[src/rtl/e2c_pkg.sv]
// Shared types, constants and helpers for the epoch seconds to calendar block.
// No dependencies; used by e2c_core and epoch_seconds_to_calendar.

package e2c_pkg;

	localparam int unsigned EPOCH_W = 32;
	localparam int unsigned DAYS_W  = 16;
	localparam int unsigned REM_W   = 6;

	localparam logic [EPOCH_W-1:0] SEC_PER_MIN   = 32'd60;
	localparam logic [EPOCH_W-1:0] MIN_PER_HOUR  = 32'd60;
	localparam logic [EPOCH_W-1:0] HOUR_PER_DAY  = 32'd24;
	localparam logic [EPOCH_W-1:0] DAYS_PER_WEEK = 32'd7;
	localparam logic [DAYS_W-1:0]  YEAR_NORM     = 16'd365;
	localparam logic [DAYS_W-1:0]  YEAR_LEAP     = 16'd366;

	// 1970-01-01 was a Thursday
	localparam logic [EPOCH_W-1:0] WDAY_OFFSET = 32'd4;

	// quotient = (n * MAG) >> SH, exact over each operand range met here
	localparam logic [EPOCH_W-1:0] MAG_60 = 32'h8888_8889;
	localparam logic [EPOCH_W-1:0] MAG_24 = 32'hAAAA_AAAB;
	localparam logic [EPOCH_W-1:0] MAG_7  = 32'h0001_2493;
	localparam int unsigned        SH_60  = 37;
	localparam int unsigned        SH_24  = 36;
	localparam int unsigned        SH_7   = 19;

	// 1970 mod 4, mod 100 and mod 400
	localparam logic [1:0] Y4_INIT   = 2'd2;
	localparam logic [6:0] Y100_INIT = 7'd70;
	localparam logic [8:0] Y400_INIT = 9'd370;
	localparam logic [6:0] Y100_LAST = 7'd99;
	localparam logic [8:0] Y400_LAST = 9'd399;

	localparam logic [7:0] YR_MAX   = 8'd255;
	localparam logic [7:0] YR_TOP   = 8'd136;
	localparam logic [3:0] MON_LAST = 4'd11;

	typedef enum logic [2:0] {
		ST_IDLE,
		ST_DIV,
		ST_YEAR,
		ST_MONTH,
		ST_FIN
	} e2c_state_t;

	typedef enum logic [1:0] {
		DV_SEC,
		DV_MIN,
		DV_HOUR,
		DV_WDAY
	} e2c_div_t;

	typedef struct packed {
		logic idle;
		logic done;
	} e2c_stat_t;

	typedef struct packed {
		logic [4:0] day_of_month;
		logic [3:0] month;
		logic [7:0] year_offset;
		logic [2:0] weekday;
		logic [4:0] hour;
		logic [5:0] minute;
		logic [5:0] second;
	} e2c_res_t;

	// month index from 0
	function automatic logic [DAYS_W-1:0] month_len(input logic [3:0] mon, input logic leap);
		logic [DAYS_W-1:0] len;
		unique case (mon)
			4'd1:                      len = leap ? 16'd29 : 16'd28;
			4'd3, 4'd5, 4'd8, 4'd10:   len = 16'd30;
			default:                   len = 16'd31;
		endcase
		return len;
	endfunction

endpackage

[src/rtl/epoch_seconds_to_calendar.sv]
// Top level: stream ports and output register around the calendar sequencer.
// Depends on e2c_pkg and e2c_core.

// Converts a 32-bit count of seconds since 1970-01-01 00:00:00 into second,
// minute, hour, weekday (1 = Sunday), year offset from 1970, month and day,
// with Gregorian leap years. One request at a time. The year offset runs
// 0..136 and the whole months passed in that year 0..11. A finished result
// waits while the previous one still sits untaken in the output register.
// A shared multiplier and one compare-subtract unit do the work: reciprocal
// division by 60, 60, 24 and 7 (multiply, then subtract back), then the
// years and then the months are stepped off one at a time, a last compare
// closes each loop, and the output is loaded. tready returns once the
// result has moved to the output register, which holds it until taken.

module epoch_seconds_to_calendar
	import e2c_pkg::*;
(
	input  logic        clk,
	input  logic        arst_n,
	input  logic        s_axis_tvalid,
	output logic        s_axis_tready,
	input  logic [31:0] s_axis_tdata,   // epoch_seconds[31:0]
	output logic        m_axis_tvalid,
	input  logic        m_axis_tready,
	output logic [39:0] m_axis_tdata    // second[5:0], minute[11:6], hour[16:12],
	                                    // weekday[19:17], year_offset[27:20],
	                                    // month[31:28], day_of_month[36:32], zeros
);

	e2c_stat_t stat;
	e2c_res_t  res;
	logic      out_valid_q, out_free, load;
	logic [39:0] out_data_q;

	assign out_free      = !out_valid_q || m_axis_tready;
	assign load          = stat.done && out_free;
	assign s_axis_tready = stat.idle;

	e2c_core u_core (
		.clk        (clk),
		.arst_n     (arst_n),
		.start      (s_axis_tvalid),
		.epoch      (s_axis_tdata),
		.done_ready (out_free),
		.stat       (stat),
		.res        (res)
	);

	always_ff @(posedge clk or negedge arst_n) begin
		if (!arst_n) begin
			out_valid_q <= 1'b0;
		end else if (load) begin
			out_valid_q <= 1'b1;
		end else if (m_axis_tready) begin
			out_valid_q <= 1'b0;
		end
	end

	always_ff @(posedge clk) begin
		if (load) begin
			out_data_q <= {3'b000, res.day_of_month, res.month, res.year_offset,
				res.weekday, res.hour, res.minute, res.second};
		end
	end

	assign m_axis_tvalid = out_valid_q;
	assign m_axis_tdata  = out_data_q;

endmodule

[src/rtl/e2c_core.sv]
// Sequencer, shared multiplier and compare-subtract unit for the calendar breakdown.
// Depends on e2c_pkg.

module e2c_core
	import e2c_pkg::*;
(
	input  logic               clk,
	input  logic               arst_n,
	input  logic               start,
	input  logic [EPOCH_W-1:0] epoch,
	input  logic               done_ready,
	output e2c_stat_t          stat,
	output e2c_res_t           res
);

	e2c_state_t            state_q, state_d;
	e2c_div_t              sel_q;
	logic                  ph_q;
	logic [EPOCH_W-1:0]    n_q;
	logic [2*EPOCH_W-1:0]  prod_q, prod_nx;
	logic [DAYS_W-1:0]     days_q;
	logic [7:0]            yr_q;
	logic [3:0]            mon_q;
	logic [1:0]            y4_q;
	logic [6:0]            y100_q;
	logic [8:0]            y400_q;
	logic [5:0]            sec_q, min_q;
	logic [4:0]            hour_q;
	logic [2:0]            wday_q;

	logic [EPOCH_W-1:0]    mag, quot, back, div_b, op_a, op_b;
	logic [EPOCH_W:0]      diff;
	logic [REM_W-1:0]      rem;
	logic                  ge, leap, div_last, yr_step, mon_step;

	assign leap = (y4_q == 2'd0) && ((y100_q != 7'd0) || (y400_q == 9'd0));

	always_comb begin
		unique case (sel_q)
			DV_SEC: begin
				mag   = MAG_60;
				div_b = SEC_PER_MIN;
				quot  = EPOCH_W'(prod_q >> SH_60);
				back  = quot * SEC_PER_MIN;
			end
			DV_MIN: begin
				mag   = MAG_60;
				div_b = MIN_PER_HOUR;
				quot  = EPOCH_W'(prod_q >> SH_60);
				back  = quot * MIN_PER_HOUR;
			end
			DV_HOUR: begin
				mag   = MAG_24;
				div_b = HOUR_PER_DAY;
				quot  = EPOCH_W'(prod_q >> SH_24);
				back  = quot * HOUR_PER_DAY;
			end
			DV_WDAY: begin
				mag   = MAG_7;
				div_b = DAYS_PER_WEEK;
				quot  = EPOCH_W'(prod_q >> SH_7);
				back  = quot * DAYS_PER_WEEK;
			end
		endcase
	end

	assign prod_nx = {{EPOCH_W{1'b0}}, n_q} * {{EPOCH_W{1'b0}}, mag};

	// the shared compare-subtract unit
	always_comb begin
		unique case (state_q)
			ST_DIV: begin
				op_a = n_q;
				op_b = back;
			end
			ST_YEAR: begin
				op_a = {{(EPOCH_W-DAYS_W){1'b0}}, days_q};
				op_b = {{(EPOCH_W-DAYS_W){1'b0}}, (leap ? YEAR_LEAP : YEAR_NORM)};
			end
			default: begin
				op_a = {{(EPOCH_W-DAYS_W){1'b0}}, days_q};
				op_b = {{(EPOCH_W-DAYS_W){1'b0}}, month_len(mon_q, leap)};
			end
		endcase
		diff = {1'b0, op_a} - {1'b0, op_b};
		ge   = !diff[EPOCH_W];
	end

	assign rem      = diff[REM_W-1:0];
	assign div_last = ph_q && (sel_q == DV_WDAY);
	assign yr_step  = ge && (yr_q != YR_MAX);
	assign mon_step = ge && (mon_q != MON_LAST);

	always_comb begin
		state_d = state_q;
		unique case (state_q)
			ST_IDLE:  if (start) state_d = ST_DIV;
			ST_DIV:   if (div_last) state_d = ST_YEAR;
			ST_YEAR:  if (!yr_step) state_d = ST_MONTH;
			ST_MONTH: if (!mon_step) state_d = ST_FIN;
			ST_FIN:   if (done_ready) state_d = ST_IDLE;
			default:  state_d = ST_IDLE;
		endcase
	end

	always_comb begin
		stat.idle = (state_q == ST_IDLE);
		stat.done = (state_q == ST_FIN);
		res.second       = sec_q;
		res.minute       = min_q;
		res.hour         = hour_q;
		res.weekday      = wday_q;
		res.year_offset  = yr_q;
		res.month        = mon_q + 4'd1;
		res.day_of_month = days_q[4:0] + 5'd1;
	end

	always_ff @(posedge clk or negedge arst_n) begin
		if (!arst_n) begin
			state_q <= ST_IDLE;
			sel_q   <= DV_SEC;
			ph_q    <= 1'b0;
		end else begin
			state_q <= state_d;
			if (state_q == ST_IDLE) begin
				sel_q <= DV_SEC;
				ph_q  <= 1'b0;
			end else if (state_q == ST_DIV) begin
				ph_q <= ~ph_q;
				if (ph_q) begin
					unique case (sel_q)
						DV_SEC:  sel_q <= DV_MIN;
						DV_MIN:  sel_q <= DV_HOUR;
						DV_HOUR: sel_q <= DV_WDAY;
						DV_WDAY: sel_q <= DV_SEC;
					endcase
				end
			end
		end
	end

	always_ff @(posedge clk) begin
		unique case (state_q)
			ST_IDLE: begin
				if (start) begin
					n_q <= epoch;
				end
			end
			ST_DIV: begin
				if (!ph_q) begin
					prod_q <= prod_nx;
				end else begin
					unique case (sel_q)
						DV_SEC: begin
							sec_q <= rem;
							n_q   <= quot;
						end
						DV_MIN: begin
							min_q <= rem;
							n_q   <= quot;
						end
						DV_HOUR: begin
							hour_q <= rem[4:0];
							days_q <= quot[DAYS_W-1:0];
							n_q    <= quot + WDAY_OFFSET;
						end
						DV_WDAY: begin
							wday_q <= rem[2:0] + 3'd1;
							yr_q   <= '0;
							y4_q   <= Y4_INIT;
							y100_q <= Y100_INIT;
							y400_q <= Y400_INIT;
						end
					endcase
				end
			end
			ST_YEAR: begin
				if (yr_step) begin
					days_q <= diff[DAYS_W-1:0];
					yr_q   <= yr_q + 8'd1;
					y4_q   <= y4_q + 2'd1;
					y100_q <= (y100_q == Y100_LAST) ? 7'd0 : y100_q + 7'd1;
					y400_q <= (y400_q == Y400_LAST) ? 9'd0 : y400_q + 9'd1;
				end else begin
					mon_q <= '0;
				end
			end
			ST_MONTH: begin
				if (mon_step) begin
					days_q <= diff[DAYS_W-1:0];
					mon_q  <= mon_q + 4'd1;
				end
			end
			default: ;
		endcase
	end

	a_rem_below_divisor: assert property (@(posedge clk) disable iff (!arst_n)
		state_q == ST_DIV && ph_q |-> ge && diff[EPOCH_W-1:0] < div_b)
		else $error("remainder not below divisor");

	a_year_in_range: assert property (@(posedge clk) disable iff (!arst_n)
		state_q == ST_YEAR |-> yr_q <= YR_TOP)
		else $error("year offset beyond 32-bit range");

	a_fin_date_valid: assert property (@(posedge clk) disable iff (!arst_n)
		state_q == ST_FIN |-> mon_q <= MON_LAST && days_q < month_len(mon_q, leap))
		else $error("day outside its month");

	a_fin_holds: assert property (@(posedge clk) disable iff (!arst_n)
		state_q == ST_FIN && !done_ready |=> state_q == ST_FIN && $stable(days_q)
			&& $stable(mon_q) && $stable(yr_q))
		else $error("result lost while stalled");

endmodule

[config.mk]
export PLATFORM = sky130hd
export DESIGN_NAME = epoch_seconds_to_calendar
export DESIGN_NICKNAME = d
export VERILOG_FILES = /design/src/rtl/e2c_pkg.sv /design/src/rtl/epoch_seconds_to_calendar.sv /design/src/rtl/e2c_core.sv
export SDC_FILE = /design/constraint.sdc
export NUM_CORES = 2
export LEC_CHECK = 0
export ABC_CLOCK_PERIOD_IN_PS = 15900
export BUFFER_PORTS_ARGS = -buffer_cell sky130_fd_sc_hd__buf_2
export CAP_MARGIN = 20
export CORE_AREA = 2 2 358 360
export DETAILED_ROUTE_END_ITERATION = 7
export DIE_AREA = 0 0 360 362
export HOLD_SLACK_MARGIN = 0.02
export SYNTH_ARGS = -nofsm -noshare
export SYNTH_HDL_FRONTEND = slang
export SYNTH_SLANG_ARGS = --single-unit
[constraint.sdc]
create_clock -name clk -period 15.9 [get_ports clk]
set_clock_uncertainty 0.15 [all_clocks]
set_input_delay 3.18 -clock clk [delete_from_list [all_inputs] [get_ports clk]]
set_output_delay 3.18 -clock clk [all_outputs]
set_load 0.1 [all_outputs]
==> results.py <==
metrics = {
    "status": {
        "status": "finished, final reports clean",
    },
    "synth": {
        "avgSynthCellArea_um2": 9.529,
        "ys.flop_type": "edfxtp_1",
        "async_reset_ff_frac": 0.03743,
        "seq_area_frac_synth": 0.1480,
        "ys_warn_count": 0,
        "synth_edf_count": 180,
        "synth_cell_type_count": 101,
        "yosys_register_bits": 187,
        "syn_inst": 3956,
        "synth_area_um2": 37700,
    },
    "global_routing": {
        "grt_pass1_vias": 29412,
        "antenna_found_initial": 2,
        "grt_first_pass_wirelength_mm": 182.8,
        "grtUsageTotal": 0.1851,
        "grt-ovfl-total": 0,
        "grt_max_degree": 81,
    },
    "detailed_routing": {
        "drt_first_pass_iters": 6,
        "route.detailed.drc": 0,
        "wl_per_cell_um": 21.24,
        "wl_mm": 119.9,
        "drt-vias-per-instance": 5.071,
        "ant_nets": 0,
        "drt-initial-drc-count": 2517,
        "num_vias": 28640,
    },
    "critical_path": {
        "worst-path-buf-inv": 8,
        "critPathTopFamily": "adder cells",
        "end_kind": "flop",
        "arrival_ns": 10.21,
        "cp_max_fo": 38,
        "critPathLaunchType": "flop",
        "critPathKind": "reg2reg",
        "critPathSlowestCell": "a2111oi_0",
        "max_stage_delay_ns": 0.80,
        "cp.required_ns": 15.96,
    },
    "sta": {
        "fin_crit_ns": 10.15,
        "final.setup.worst_slack_ns": 5.752,
        "worstMarginPinSlew_ns": 1.196,
        "maxSlewViolCount": 0,
        "finalCritPeriodShare": 0.6382,
        "hold_violations": 0,
        "setup_violations": 0,
        "rsz0062_at_grt": "false",
        "fmax_mhz": 98.54,
        "slew_headroom": 0.1941,
        "finalSetupTns_ns": 0,
    },
    "finish": {
        "mostFrequentLayoutCell": "inv_1",
        "drive_gt1_frac": 0.05093,
        "layout_common_cells": "751 x inv_1, 555 x fa_1, 538 x ha_1, 313 x nand2_1, 202 x nor2_1",
        "synthToLayoutAreaGrowth_pct": 7.497,
        "antenna_cells": 0,
        "nets": 5104,
    },
    "clock_network": {
        "post_cts_resized": 0,
        "clock_tree.root_cell": "clkbuf_16",
        "cts_hold_buf": 0,
        "clockBufferDepth": 2,
        "cts.reportedPaths.clkPinSlew_ns": 0.08,
        "clk_latency_ns": 0.47,
        "cts_buffers": 17,
        "cts_tree": "done",
        "htree_num_levels": 4,
        "cts.sinks": 187,
        "post_cts_buffers": 0,
    },
    "die": {
        "rows": 131,
        "ios": 78,
        "core_um2": 126700,
        "die_w_um": 360,
        "start_util": 0.2975,
        "fp.dieH_um": 362,
        "die_area_um2": 130300,
    },
    "placed_design": {
        "portBuffers": 74,
        "pre_cts_ws_ns": 5.838,
        "hpwl_mm": 101.9,
        "gp_congestion": 0.9724,
    },
    "worst_hold_path": {
        "hp-class": "reg2reg",
    },
    "run": {
        "cap_viol_max_count": 0,
    },
}
[layer usage]
metal | global-route usage | up-vias | part of all wire
li1 | - | 13045 | -
met1 | 0.2584 | 14256 | 0.45
met2 | 0.2921 | 1131 | 0.44
met3 | 0.02809 | 204 | 0.071
met4 | 0.06187 | 4 | 0.038
met5 | 0 | - | 0.00023
[layout make-up]
| cell class | instances | area (µm²) |
|---|---|---|
| fillers | 13130 | 86180 |
| multi-input cells | 2906 | 28830 |
| flip-flops and latches | 187 | 5580 |
| inverters | 753 | 2826 |
| well taps | 1662 | 2079 |
| repair buffers | 108 | 625.6 |
| clock buffers | 18 | 429.2 |
| clock inverters | 14 | 155.1 |
[sequential cells by signal (all words and copies together) (netlist names)]
name,count
u_core.y4_q,2
u_core.y100_q,7
u_core.min_q,6
u_core.mon_q,4
u_core.hour_q,5
u_core.ph_q,1
m_axis_tvalid,1
u_core.sel_q,2
u_core.days_q,16
u_core.sec_q,6
u_core.prod_q,45
u_core.state_q,3
u_core.wday_q,3
m_axis_tdata,37
u_core.yr_q,8
u_core.y400_q,9
u_core.n_q,32
[stage by stage]
| step | hold slack, ns | util | area (µm²) | cells |
|---|---|---|---|---|
| floorplan | 0.2503 | - | 37710 | 3958 |
| global placement | 0.2546 | 0.3152 | 39940 | 5616 |
| detailed placement | 0.2545 | 0.3152 | 39940 | 5616 |
| CTS | 0.2720 | 0.3199 | 40530 | 5648 |
| global route | 0.2831 | 0.3199 | 40530 | 5648 |
| finish | 0.2694 | 0.3199 | 40530 | 5648 |
[worst paths after layout]
path	from	cells after the start	endpoint	slack, ns
worst max-delay path	u_core.sel_q[1]	29	u_core.prod_q[62]	5.75
worst min-delay path	u_core.hour_q[1]	0	m_axis_tdata[13]	0.27
worst max register to register	u_core.sel_q[1]	29	u_core.prod_q[62]	5.75
worst min register to register	u_core.hour_q[1]	0	m_axis_tdata[13]	0.27
max in group asynchronous	arst_n	1	u_core.ph_q	13.02
min in group asynchronous	arst_n	1	u_core.state_q[2]	2.40
[cells by family after synthesis]
| family | after synthesis | share of synthesized area |
|---|---|---|
| flip-flops | 187 | 0.1480 |
| AND/OR/NAND/NOR | 868 | 0.1093 |
| AO/OA/AOI/OAI | 649 | 0.1121 |
| adder cells (fa/ha/maj) | 1098 | 0.4747 |
| multiplexers | 6 | 0.001593 |
| other | 1 | 0.00009947 |
| XOR/XNOR | 282 | 0.06552 |
| buffers and inverters | 865 | 0.08865 |
[synth_stat cells (all sizes together), types with 9 or more instances]
| cell type | count | area share |
|---|---|---|
| fa | 555 | 0.29 |
| or3 | 15 | 0.0025 |
| and4 | 9 | 0.0021 |
| ha | 540 | 0.18 |
| nor2b | 39 | 0.0065 |
| edfxtp | 180 | 0.14 |
| o31ai | 10 | 0.0024 |
| xnor2 | 166 | 0.039 |
| a21oi | 191 | 0.026 |
| nand4 | 39 | 0.0065 |
| clkbuf | 86 | 0.0089 |
| a31oi | 14 | 0.0029 |
| inv | 751 | 0.075 |
| nor3 | 31 | 0.0046 |
| and3 | 55 | 0.0092 |
| nand2 | 314 | 0.031 |
| a211oi | 24 | 0.0048 |
| o211ai | 15 | 0.0030 |
| nand2b | 17 | 0.0029 |
| o221ai | 11 | 0.0026 |
| nand3 | 52 | 0.0069 |
| buf | 20 | 0.0029 |
| o21bai | 15 | 0.0030 |
| o21a | 16 | 0.0032 |
| a22oi | 23 | 0.0047 |
| nor2 | 206 | 0.021 |
| o21ai | 153 | 0.020 |
| xor2 | 116 | 0.027 |
| a31o | 19 | 0.0044 |
| a21o | 83 | 0.017 |
| and2 | 64 | 0.011 |
Power is not shown: default switching activity piles up to over one toggle a cycle in this logic, so the estimate is an artifact.
